File: config.mk
export PLATFORM = sky130hd
export DESIGN_NAME = grid_outer_border_marker
export DESIGN_NICKNAME = d
export VERILOG_FILES = /design/src/rtl/gobm_pkg.sv /design/src/rtl/gobm_regs.sv /design/src/rtl/gobm_scan.sv /design/src/rtl/gobm_out_fifo.sv /design/src/rtl/grid_outer_border_marker.sv
export SDC_FILE = /design/constraint.sdc
export NUM_CORES = 2
export LEC_CHECK = 0
export CAP_MARGIN = 20
export CORE_UTILIZATION = 50
export DETAILED_ROUTE_END_ITERATION = 6
export DONT_BUFFER_PORTS = 1
export GPL_TIMING_DRIVEN = 1
export PLACE_DENSITY = 0.65
export SLEW_MARGIN = 5
export SYNTH_ARGS = -nofsm -noshare
export SYNTH_HDL_FRONTEND = slang
export SYNTH_SLANG_ARGS = --single-unit
File: constraint.sdc
create_clock -name clk_i -period 10 [get_ports clk_i]
set_input_delay 0.5 -clock clk_i [delete_from_list [all_inputs] [get_ports clk_i]]
set_output_delay 0.5 -clock clk_i [all_outputs]
set_load 0.01 [all_outputs]
File: src/rtl/gobm_pkg.sv
// Shared types and constants of the grid outer border marker.
// Used by every module under rtl/; depends on nothing else.
package gobm_pkg;

  localparam int unsigned MAX_WIDTH_DEF = 256;
  localparam int unsigned FIFO_DEPTH    = 4;
  localparam int unsigned CNT_W         = $clog2(FIFO_DEPTH + 1);
  localparam int unsigned CFG_AW        = 3;
  localparam int unsigned CFG_DW        = 32;
  localparam int unsigned SIZE_W        = 9;

  localparam logic [SIZE_W-1:0] WIDTH_RST  = 9'd175;
  localparam logic [SIZE_W-1:0] HEIGHT_RST = 9'd175;
  localparam logic [SIZE_W-1:0] SIZE_MIN   = 9'd3;
  localparam logic [SIZE_W-1:0] HEIGHT_MAX = 9'd256;

  localparam logic [3:0] WALL_CODE  = 4'd5;
  localparam logic [3:0] EMPTY_CODE = 4'd0;

  typedef enum logic {
    REG_GRID_WIDTH  = 1'b0,
    REG_GRID_HEIGHT = 1'b1
  } reg_idx_e;

  typedef struct packed {
    logic [3:0] cell_req;
    logic       frame_start;
  } in_t;

  typedef struct packed {
    logic [7:0] out_row;
    logic [7:0] out_col;
    logic [3:0] out_cell;
    logic       last;
  } out_t;

  typedef struct packed {
    logic [SIZE_W-1:0] grid_width;
    logic [SIZE_W-1:0] grid_height;
  } cfg_t;

  // Results of one item handed to the output queue in a single cycle.
  typedef struct packed {
    logic [1:0] count;
    out_t       first;
    out_t       second;
  } push_t;

endpackage

File: src/rtl/gobm_regs.sv
// Configuration registers of the grid outer border marker, APB-style port.
// Depends on gobm_pkg.
module gobm_regs (
  input  logic                        clk_i,
  input  logic                        rst_ni,
  input  logic                        psel,
  input  logic                        penable,
  input  logic                        pwrite,
  input  logic [gobm_pkg::CFG_AW-1:0] paddr,
  input  logic [gobm_pkg::CFG_DW-1:0] pwdata,
  output logic [gobm_pkg::CFG_DW-1:0] prdata,
  output logic                        pready,
  output gobm_pkg::cfg_t              cfg_o
);

  logic [gobm_pkg::SIZE_W-1:0] width_q;
  logic [gobm_pkg::SIZE_W-1:0] height_q;
  logic                        wr_en;
  gobm_pkg::reg_idx_e          reg_idx;

  assign pready  = 1'b1;
  assign wr_en   = psel & penable & pwrite;
  assign reg_idx = gobm_pkg::reg_idx_e'(paddr[2]);

  always_ff @(posedge clk_i or negedge rst_ni) begin
    if (!rst_ni) begin
      width_q  <= gobm_pkg::WIDTH_RST;
      height_q <= gobm_pkg::HEIGHT_RST;
    end else if (wr_en) begin
      case (reg_idx)
        gobm_pkg::REG_GRID_WIDTH:  width_q  <= pwdata[gobm_pkg::SIZE_W-1:0];
        gobm_pkg::REG_GRID_HEIGHT: height_q <= pwdata[gobm_pkg::SIZE_W-1:0];
        default: ;
      endcase
    end
  end

  always_comb begin
    case (reg_idx)
      gobm_pkg::REG_GRID_WIDTH:
        prdata = {{(gobm_pkg::CFG_DW-gobm_pkg::SIZE_W){1'b0}}, width_q};
      gobm_pkg::REG_GRID_HEIGHT:
        prdata = {{(gobm_pkg::CFG_DW-gobm_pkg::SIZE_W){1'b0}}, height_q};
      default:
        prdata = '0;
    endcase
  end

  assign cfg_o.grid_width  = width_q;
  assign cfg_o.grid_height = height_q;

endmodule

File: src/rtl/gobm_scan.sv
// Raster position counters, line buffer memory, 3x3 window and marking logic.
// Depends on gobm_pkg; feeds its results to gobm_out_fifo.
module gobm_scan #(
  parameter int unsigned MAX_WIDTH = gobm_pkg::MAX_WIDTH_DEF
) (
  input  logic                       clk_i,
  input  logic                       rst_ni,
  input  gobm_pkg::cfg_t             cfg_i,
  input  logic                       in_valid_i,
  input  gobm_pkg::in_t              in_data_i,
  output logic                       in_stall_o,
  input  logic [gobm_pkg::CNT_W-1:0] fifo_cnt_i,
  output gobm_pkg::push_t            push_o
);

  localparam int unsigned MemDepth = (MAX_WIDTH < 256) ? MAX_WIDTH : 256;
  localparam int unsigned AddrW    = $clog2(MemDepth);
  localparam logic [gobm_pkg::SIZE_W-1:0] WidthMax = gobm_pkg::SIZE_W'(MemDepth);
  localparam logic [7:0] ColLimit = 8'(MemDepth - 1);
  localparam logic [gobm_pkg::CNT_W:0] RoomLimit =
    (gobm_pkg::CNT_W + 1)'(gobm_pkg::FIFO_DEPTH - 2);

  // Effective grid size.
  logic [gobm_pkg::SIZE_W-1:0] w_eff, h_eff;
  logic [7:0] wm1, hm1;

  always_comb begin
    if (cfg_i.grid_width < gobm_pkg::SIZE_MIN)  w_eff = gobm_pkg::SIZE_MIN;
    else if (cfg_i.grid_width > WidthMax)       w_eff = WidthMax;
    else                                        w_eff = cfg_i.grid_width;
    if (cfg_i.grid_height < gobm_pkg::SIZE_MIN) h_eff = gobm_pkg::SIZE_MIN;
    else if (cfg_i.grid_height > gobm_pkg::HEIGHT_MAX) h_eff = gobm_pkg::HEIGHT_MAX;
    else                                        h_eff = cfg_i.grid_height;
  end

  assign wm1 = 8'(w_eff - 9'd1);
  assign hm1 = 8'(h_eff - 9'd1);

  // Position stage.
  logic [7:0] row_q, row_d, col_q, col_d;
  logic [7:0] row_cur, col_cur;
  logic       in_fire;
  logic       interior_cur, border_cur;
  logic [AddrW-1:0] rd_addr;

  // Memory return stage.
  logic             s1_valid_q;
  logic [3:0]       s1_cell_q;
  logic [7:0]       s1_row_q, s1_col_q;
  logic             s1_interior_q, s1_border_q;
  logic [AddrW-1:0] s1_addr_q;
  logic [1:0]       s1_n;

  logic [7:0] mem_q [MemDepth];
  logic [7:0] rd_q;
  logic       fwd_q;
  logic [7:0] fwd_data_q;
  logic [7:0] line;
  logic [7:0] wr_data;
  logic [11:0] cur;
  logic [11:0] win0_q, win1_q;
  logic [3:0]  center, mark;
  logic        any_nz;

  assign row_cur = in_data_i.frame_start ? 8'd0 : row_q;
  assign col_cur = in_data_i.frame_start ? 8'd0 : col_q;
  assign rd_addr = col_cur[AddrW-1:0];

  assign interior_cur = (row_cur >= 8'd2) && (row_cur <= hm1) &&
                        (col_cur >= 8'd2) && (col_cur <= wm1);
  assign border_cur   = (row_cur == 8'd0) || (col_cur == 8'd0) ||
                        (row_cur >= hm1) || (col_cur >= wm1);

  // Hold off while the queue could not take this item's and the next item's results.
  assign s1_n = s1_valid_q ? {s1_interior_q & s1_border_q, s1_interior_q ^ s1_border_q}
                           : 2'd0;
  assign in_stall_o = ({1'b0, fifo_cnt_i} + {{(gobm_pkg::CNT_W-1){1'b0}}, s1_n})
                      > RoomLimit;
  assign in_fire = in_valid_i & ~in_stall_o;

  always_comb begin
    row_d = row_q;
    col_d = col_q;
    if (in_fire) begin
      if (col_cur >= wm1) begin
        col_d = 8'd0;
        row_d = (row_cur >= hm1) ? 8'd0 : row_cur + 8'd1;
      end else begin
        col_d = col_cur + 8'd1;
        row_d = row_cur;
      end
    end
  end

  always_ff @(posedge clk_i or negedge rst_ni) begin
    if (!rst_ni) begin
      row_q      <= '0;
      col_q      <= '0;
      s1_valid_q <= 1'b0;
      fwd_q      <= 1'b0;
      win0_q     <= '0;
      win1_q     <= '0;
    end else begin
      row_q      <= row_d;
      col_q      <= col_d;
      s1_valid_q <= in_fire;
      // The read at this edge misses the write-back of the item ahead if both hit one entry.
      fwd_q      <= in_fire & s1_valid_q & (s1_addr_q == rd_addr);
      if (s1_valid_q) begin
        win0_q <= win1_q;
        win1_q <= cur;
      end
    end
  end

  always_ff @(posedge clk_i) begin
    if (in_fire) begin
      s1_cell_q     <= in_data_i.cell_req;
      s1_row_q      <= row_cur;
      s1_col_q      <= col_cur;
      s1_interior_q <= interior_cur;
      s1_border_q   <= border_cur;
      s1_addr_q     <= rd_addr;
      fwd_data_q    <= wr_data;
    end
  end

  // Line buffer: each entry holds the two previous rows, {row r-1, row r-2}.
  always_ff @(posedge clk_i) begin
    if (s1_valid_q) begin
      mem_q[s1_addr_q] <= wr_data;
    end
    if (in_fire) begin
      rd_q <= mem_q[rd_addr];
    end
  end

  assign line    = fwd_q ? fwd_data_q : rd_q;
  assign wr_data = {s1_cell_q, line[7:4]};
  assign cur     = {s1_cell_q, line};

  assign center = win1_q[7:4];
  assign any_nz = (win0_q[3:0] != gobm_pkg::EMPTY_CODE) ||
                  (win0_q[7:4] != gobm_pkg::EMPTY_CODE) ||
                  (win0_q[11:8] != gobm_pkg::EMPTY_CODE) ||
                  (win1_q[3:0] != gobm_pkg::EMPTY_CODE) ||
                  (win1_q[11:8] != gobm_pkg::EMPTY_CODE) ||
                  (cur[3:0] != gobm_pkg::EMPTY_CODE) ||
                  (cur[7:4] != gobm_pkg::EMPTY_CODE) ||
                  (cur[11:8] != gobm_pkg::EMPTY_CODE);
  assign mark = ((center == gobm_pkg::EMPTY_CODE) && any_nz) ? gobm_pkg::WALL_CODE
                                                             : center;

  gobm_pkg::out_t res_inner, res_border;

  always_comb begin
    res_inner.out_row  = s1_row_q - 8'd1;
    res_inner.out_col  = s1_col_q - 8'd1;
    res_inner.out_cell = mark;
    res_inner.last     = ~s1_border_q;
    res_border.out_row  = s1_row_q;
    res_border.out_col  = s1_col_q;
    res_border.out_cell = s1_cell_q;
    res_border.last     = 1'b1;
  end

  assign push_o.count  = s1_n;
  assign push_o.first  = s1_interior_q ? res_inner : res_border;
  assign push_o.second = res_border;

`ifndef SYNTHESIS
  a_col_in_range: assert property (@(posedge clk_i) disable iff (!rst_ni)
    col_q <= ColLimit)
    else $error("column counter beyond line buffer depth");

  a_fwd_cause: assert property (@(posedge clk_i) disable iff (!rst_ni)
    fwd_q |-> $past(in_fire && s1_valid_q))
    else $error("forwarding without overlapping accesses");

  a_stall_pending: assert property (@(posedge clk_i) disable iff (!rst_ni)
    in_stall_o |-> (s1_valid_q || fifo_cnt_i != '0))
    else $error("input stalled with nothing pending");
`endif

endmodule

File: src/rtl/gobm_out_fifo.sv
// Output queue: takes up to two results a cycle, delivers one per transfer.
// Depends on gobm_pkg.
module gobm_out_fifo (
  input  logic                       clk_i,
  input  logic                       rst_ni,
  input  gobm_pkg::push_t            push_i,
  output logic [gobm_pkg::CNT_W-1:0] cnt_o,
  output logic                       out_valid_o,
  output gobm_pkg::out_t             out_data_o,
  input  logic                       out_stall_i
);

  localparam int unsigned PtrW = $clog2(gobm_pkg::FIFO_DEPTH);

  gobm_pkg::out_t ent_q [gobm_pkg::FIFO_DEPTH];
  logic [PtrW-1:0]           wptr_q, rptr_q;
  logic [gobm_pkg::CNT_W-1:0] cnt_q, cnt_d;
  logic                      pop;

  assign out_valid_o = (cnt_q != '0);
  assign out_data_o  = ent_q[rptr_q];
  assign pop         = out_valid_o & ~out_stall_i;
  assign cnt_o       = cnt_q;
  assign cnt_d       = cnt_q + gobm_pkg::CNT_W'(push_i.count)
                             - gobm_pkg::CNT_W'(pop);

  always_ff @(posedge clk_i or negedge rst_ni) begin
    if (!rst_ni) begin
      wptr_q <= '0;
      rptr_q <= '0;
      cnt_q  <= '0;
    end else begin
      wptr_q <= wptr_q + PtrW'(push_i.count);
      rptr_q <= rptr_q + PtrW'(pop);
      cnt_q  <= cnt_d;
    end
  end

  always_ff @(posedge clk_i) begin
    if (push_i.count != 2'd0) begin
      ent_q[wptr_q] <= push_i.first;
    end
    if (push_i.count == 2'd2) begin
      ent_q[wptr_q + PtrW'(1)] <= push_i.second;
    end
  end

`ifndef SYNTHESIS
  a_cnt_bound: assert property (@(posedge clk_i) disable iff (!rst_ni)
    cnt_q <= gobm_pkg::CNT_W'(gobm_pkg::FIFO_DEPTH))
    else $error("output queue count beyond depth");

  a_no_overflow: assert property (@(posedge clk_i) disable iff (!rst_ni)
    ({1'b0, cnt_q} + {{(gobm_pkg::CNT_W-1){1'b0}}, push_i.count})
      <= ((gobm_pkg::CNT_W + 1)'(gobm_pkg::FIFO_DEPTH) + {{gobm_pkg::CNT_W{1'b0}}, pop}))
    else $error("output queue overflow");

  a_push_visible: assert property (@(posedge clk_i) disable iff (!rst_ni)
    (push_i.count != 2'd0) |=> out_valid_o)
    else $error("pushed result not offered");
`endif

endmodule

File: src/rtl/grid_outer_border_marker.sv
// Top level of the grid outer border marker.
// Depends on gobm_pkg, gobm_regs, gobm_scan and gobm_out_fifo.
//
// Usage:
// Cells arrive in raster order on the input channel, one per transfer; a set
// frame_start places that cell at row 0, column 0. Each cell causes zero, one
// or two results on the output channel: first the finished interior cell one
// row up and one column left (code 5 where an empty cell touches a filled one),
// then the cell itself when it lies on the grid border. The last flag is set
// on the final result of each input transfer.
// A cell accepted on the input is registered in the memory return stage,
// from which its results are pushed into the output queue. Throughput: one
// cell per cycle while the input is not stalled; the line buffer memory is
// read when a cell is accepted and written back in the following cycle, with
// forwarding when back-to-back cells hit the same column. The output side moves
// one result per transfer, so a cell with two results takes two transfers, and
// the input is stalled while queued results plus those of the cell in flight
// exceed two of the four queue entries.
// Reset clears the position counters, the window and the queue; grid size
// registers return to 175 by 175. A stalled receiver holds the head result
// while the queue fills, and the input is stalled before the queue can overflow.
module grid_outer_border_marker #(
  parameter int unsigned MAX_WIDTH = gobm_pkg::MAX_WIDTH_DEF
) (
  input  logic                        clk_i,
  input  logic                        rst_ni,
  input  logic                        in_valid_i,
  input  gobm_pkg::in_t               in_data_i,
  output logic                        in_stall_o,
  output logic                        out_valid_o,
  output gobm_pkg::out_t              out_data_o,
  input  logic                        out_stall_i,
  input  logic                        psel,
  input  logic                        penable,
  input  logic                        pwrite,
  input  logic [gobm_pkg::CFG_AW-1:0] paddr,
  input  logic [gobm_pkg::CFG_DW-1:0] pwdata,
  output logic [gobm_pkg::CFG_DW-1:0] prdata,
  output logic                        pready
);

  gobm_pkg::cfg_t             cfg;
  gobm_pkg::push_t            push;
  logic [gobm_pkg::CNT_W-1:0] fifo_cnt;

  gobm_regs u_regs (
    .clk_i   (clk_i),
    .rst_ni  (rst_ni),
    .psel    (psel),
    .penable (penable),
    .pwrite  (pwrite),
    .paddr   (paddr),
    .pwdata  (pwdata),
    .prdata  (prdata),
    .pready  (pready),
    .cfg_o   (cfg)
  );

  gobm_scan #(
    .MAX_WIDTH (MAX_WIDTH)
  ) u_scan (
    .clk_i      (clk_i),
    .rst_ni     (rst_ni),
    .cfg_i      (cfg),
    .in_valid_i (in_valid_i),
    .in_data_i  (in_data_i),
    .in_stall_o (in_stall_o),
    .fifo_cnt_i (fifo_cnt),
    .push_o     (push)
  );

  gobm_out_fifo u_out_fifo (
    .clk_i       (clk_i),
    .rst_ni      (rst_ni),
    .push_i      (push),
    .cnt_o       (fifo_cnt),
    .out_valid_o (out_valid_o),
    .out_data_o  (out_data_o),
    .out_stall_i (out_stall_i)
  );

endmodule

==> parameters.txt <==
Parameter                              Value

Routing
  Detailed-route wire length per cell ... 28.6 um
  Number of vias per cell ... 6.27
  DRC violations left ... 6
  Final routed wirelength across all metal layers ... 244,000 um
  Violation count after the first detailed-routing iteration ... 6,782
  Routed Antenna Nets ... 0
  Detailed-router iteration count before antenna repair ... 7
  Total via count after detailed routing ... 53,500

Finish
  Post-Layout Inst Area ... 101,000 um2
  Non-Filler Instances ... 8,544
  Area grow syn2layout ... 9.76%
  Fraction of layout instances using a drive strength above 1 ... 11.0%
  Most common library cell in the layout ignoring fill and taps ... edfxtp_1
  Most frequent cells in the layout ... edfxtp_1 (2,166), nand2_1 (723), mux2i_1 (524)
  Net total in the final layout ... 6,073
  Final cell utilization of the core ... 55.5%

Floorplan
  Core ar. ... 182,000 um2
  Total number of placement rows ... 156
  I/O pin count ... 103
  Overall die area ... 185,000 um2
  Vert. Die Dim ... 430 um
  Initial Utilization ... 50.5%
  Die W ... 430 um

Placement
  Estimated wirelength of the detail-placed design ... 140,000 um
  Weighted congestion reported at the end of routability-driven placement ... 0.871
  Placed cell count ... 8,106
  Placed cell area ... 93,200 um2
  Post-place setup slack ... 4.29 ns
  Port Buffers ... 0

Worst setup path
  Type of element capturing the critical path ... flip-flop
  Most common cell on crit path ... o221ai_1
  Worst r2r src ... u_scan.col_q[1]
  Worst-case reg-to-reg path depth ... 8
  Endpoint arrival time on the critical path ... 6.35 ns
  Required time of the critical path ... 10.58 ns
  Worst Setup EP ... u_scan.rd_q[1]
  Element type at the critical path start ... flip-flop
  Highest-delay cell along the critical path ... nand2_1
  Kind of critical path ... reg2reg
  Maximum fanout along the worst path ... 66
  Worst r2r dst ... u_scan.rd_q[1]
  R2r setup slk ... 4.23 ns
  Crit path from ... u_scan.col_q[1]
  Max incr delay on CP ... 0.86 ns
  Chain of cells forming the critical path ... nand2b_4 -> inv_6 -> buf_4 -> nand2_1 -> o221ai_1 -> a221oi_1 -> o21ai_0 -> o221ai_1

Timing
  Tightest slew margin relative to the limit ... 24.7%
  Achievable clock frequency ... 0.173 GHz
  Measured slew at the worst slew-check pin ... 1.13 ns
  Time the worst path needs with I/O delays and setup ... 5.77 ns
  Setup Skew ... 0.0558 ns
  Setup TNS ... 0 ns
  Final Hold Violating Endpoints ... 0
  Number of endpoints failing setup at the final stage ... 0
  RSZ-0062 raised after global routing ... false
  Final number of max-transition violations ... 0
  WHS ... 0.0720 ns
  Final period util ... 57.7%
  Least setup slack across all paths after layout ... 4.23 ns

Clock network
  Clock H-tree levels ... 4
  Clk_lat worst skew ... 0.88 ns
  Cts bufs inserted ... 226
  Sink count of the clock tree ... 2,237
  Count of buffers added by post-CTS timing repair for setup ... 0
  CTS tree ... built
  Largest buffer count on any clock path ... 3
  Clock-pin slew on the worst setup and hold paths ... 0.06 ns
  Gates resized, CTS repair ... 0
  Hold-fix buffer count after cts ... 17
  Buffer type at the clock tree root ... clkbuf_16

Power and ir drop
  Total power of the final layout ... 25.5 mW
  Power per cell area ... 254 nW/um2
  Worst-case vdd ir drop ... 0.221 mV
  P_leak ... 32.8 nW

Logic synthesis
  Most area-consuming cells after synthesis ... edfxtp_1 (71%), mux2i_1 (5.7%), nand2_1 (3.0%), mux2_2 (2.1%), dfrtp_1 (1.5%)
  Mean post-synth cell area ... 15.2 um2
  Number of enable flip-flop cells after synthesis ... 2,166
  FF+latch count, synth ... 2,237
  Sequential area share after synthesis ... 72.9%
  Ys async rst share ... 3.00%
  Cell Area, Synth ... 91,700 um2
  Distinct cell type count of the synthesized netlist ... 77
  Synthesis Warnings ... 0
  Primary FF master, synth ... edfxtp_1
  Share of Yosys cell area claimed by the top area cell type ... 70.9%
  Cell type contributing the most total cell area after synthesis ... edfxtp_1
  Gate count after technology mapping ... 6,047

Status
  Result of the run ... finished, violations left
  Violated checks ... design-rule violations

Global routing
  Number of global-route vias before repair ... 51,000
  Total gr overflow ... 0
  Maximum number of pins on one net before global-route repair ... 169
  Global-route wire length before repair ... 353,000 um
  Overall Global Routing Usage ... 26.1%
  Antenna violations before repair ... 10

Hold path
  Classification of the worst-slack hold path ... in2reg

Run
  Max-capacitance violation count ... 0
cells in the mapped netlist, types with 8 or more instances:
| master | instances |
|---|---|
| a211oi_1 | 92 |
| a21oi_1 | 201 |
| a221oi_1 | 141 |
| a222oi_1 | 48 |
| a22o_1 | 9 |
| a22oi_1 | 13 |
| a311oi_1 | 40 |
| a31oi_1 | 132 |
| a32o_1 | 8 |
| a32oi_1 | 14 |
| and2_1 | 9 |
| buf_1 | 26 |
| buf_2 | 121 |
| buf_4 | 73 |
| buf_6 | 43 |
| clkbuf_1 | 159 |
| dfrtp_1 | 55 |
| dfstp_2 | 12 |
| edfxtp_1 | 2166 |
| ha_1 | 38 |
| inv_1 | 24 |
| mux2_2 | 171 |
| mux2i_1 | 524 |
| mux4_2 | 28 |
| nand2_1 | 724 |
| nand2b_1 | 16 |
| nand3_1 | 165 |
| nand4_1 | 12 |
| nor2_1 | 351 |
| nor2b_1 | 92 |
| nor3_1 | 16 |
| nor4_1 | 21 |
| o211ai_1 | 11 |
| o21ai_0 | 250 |
| o221ai_1 | 58 |
| o22ai_1 | 38 |
| o31ai_1 | 8 |
| xnor2_1 | 22 |
worst min path at each step:
stage | from | endpoint | slack, ns | cells after the start
floorplan | rst_ni | u_out_fifo.cnt_o[0] | 0.20 | 0
global placement | rst_ni | u_out_fifo.rptr_q[1] | 0.21 | 0
detailed placement | rst_ni | u_out_fifo.rptr_q[0] | 0.21 | 0
CTS | in_valid_i | u_scan.col_q[6] | 0.03 | 4
global route | in_valid_i | u_scan.row_q[6] | 0.07 | 4
finish | in_valid_i | u_scan.row_q[6] | 0.07 | 4
critical path, delay by kind of cell, from the launching register on:
family / cells / cell delay [ns]
compound gates: 4 / 1.88
flops: 1 / 0.76
buf+inv: 2 / 1.38
simple gates: 2 / 1.39
sequential cells by signal, indices dropped and copies added (netlist names), 9 cells and up:
register / count
u_scan.mem_q: 2048
u_out_fifo.ent_q: 84
u_scan.win0_q: 12
u_scan.win1_q: 12
u_regs.height_q: 9
u_regs.width_q: 9
cells by family after synthesis:
family,synth area share (%)
other cells,0.00819
flops,72.9
simple gates,6.75
fa+ha+maj,0.562
xor+xnor,0.258
buf+inv,2.92
mux,8.51
compound gates,8.14
final cells by class:
| class | count | area (um2) |
|---|---|---|
| Fill cell | 14100 | 80900 |
| Clock inverter | 142 | 1250 |
| Clock buffer | 272 | 5910 |
| Sequential cell | 2237 | 66800 |
| Multi-Input combinational cell | 3364 | 22400 |
| Timing Repair Buffer | 125 | 1130 |
| Tap cell | 2370 | 2970 |
| Inverter | 32 | 163 |
| Antenna cell | 2 | 5.00 |
routing by layer:
metal	part of all wire, %	GRT usage (%)	up-vias
li1	-	-	23300
met1	40	36.2	27100
met2	46	40.4	2721
met3	9.9	5.93	442
met4	3.5	9.69	10
met5	0.082	0.572	-
where the power goes:
part	leakage, nW	switching [mW]	internal [mW]	total [mW]
Sequential	20.3	0.285	11.3	11.6
Clock	3.50	3.57	4.64	8.21
Combinational	8.96	4.04	1.70	5.73
Total	32.8	7.89	17.6	25.5
No activity file was read; power rests on OpenSTA's default activity.
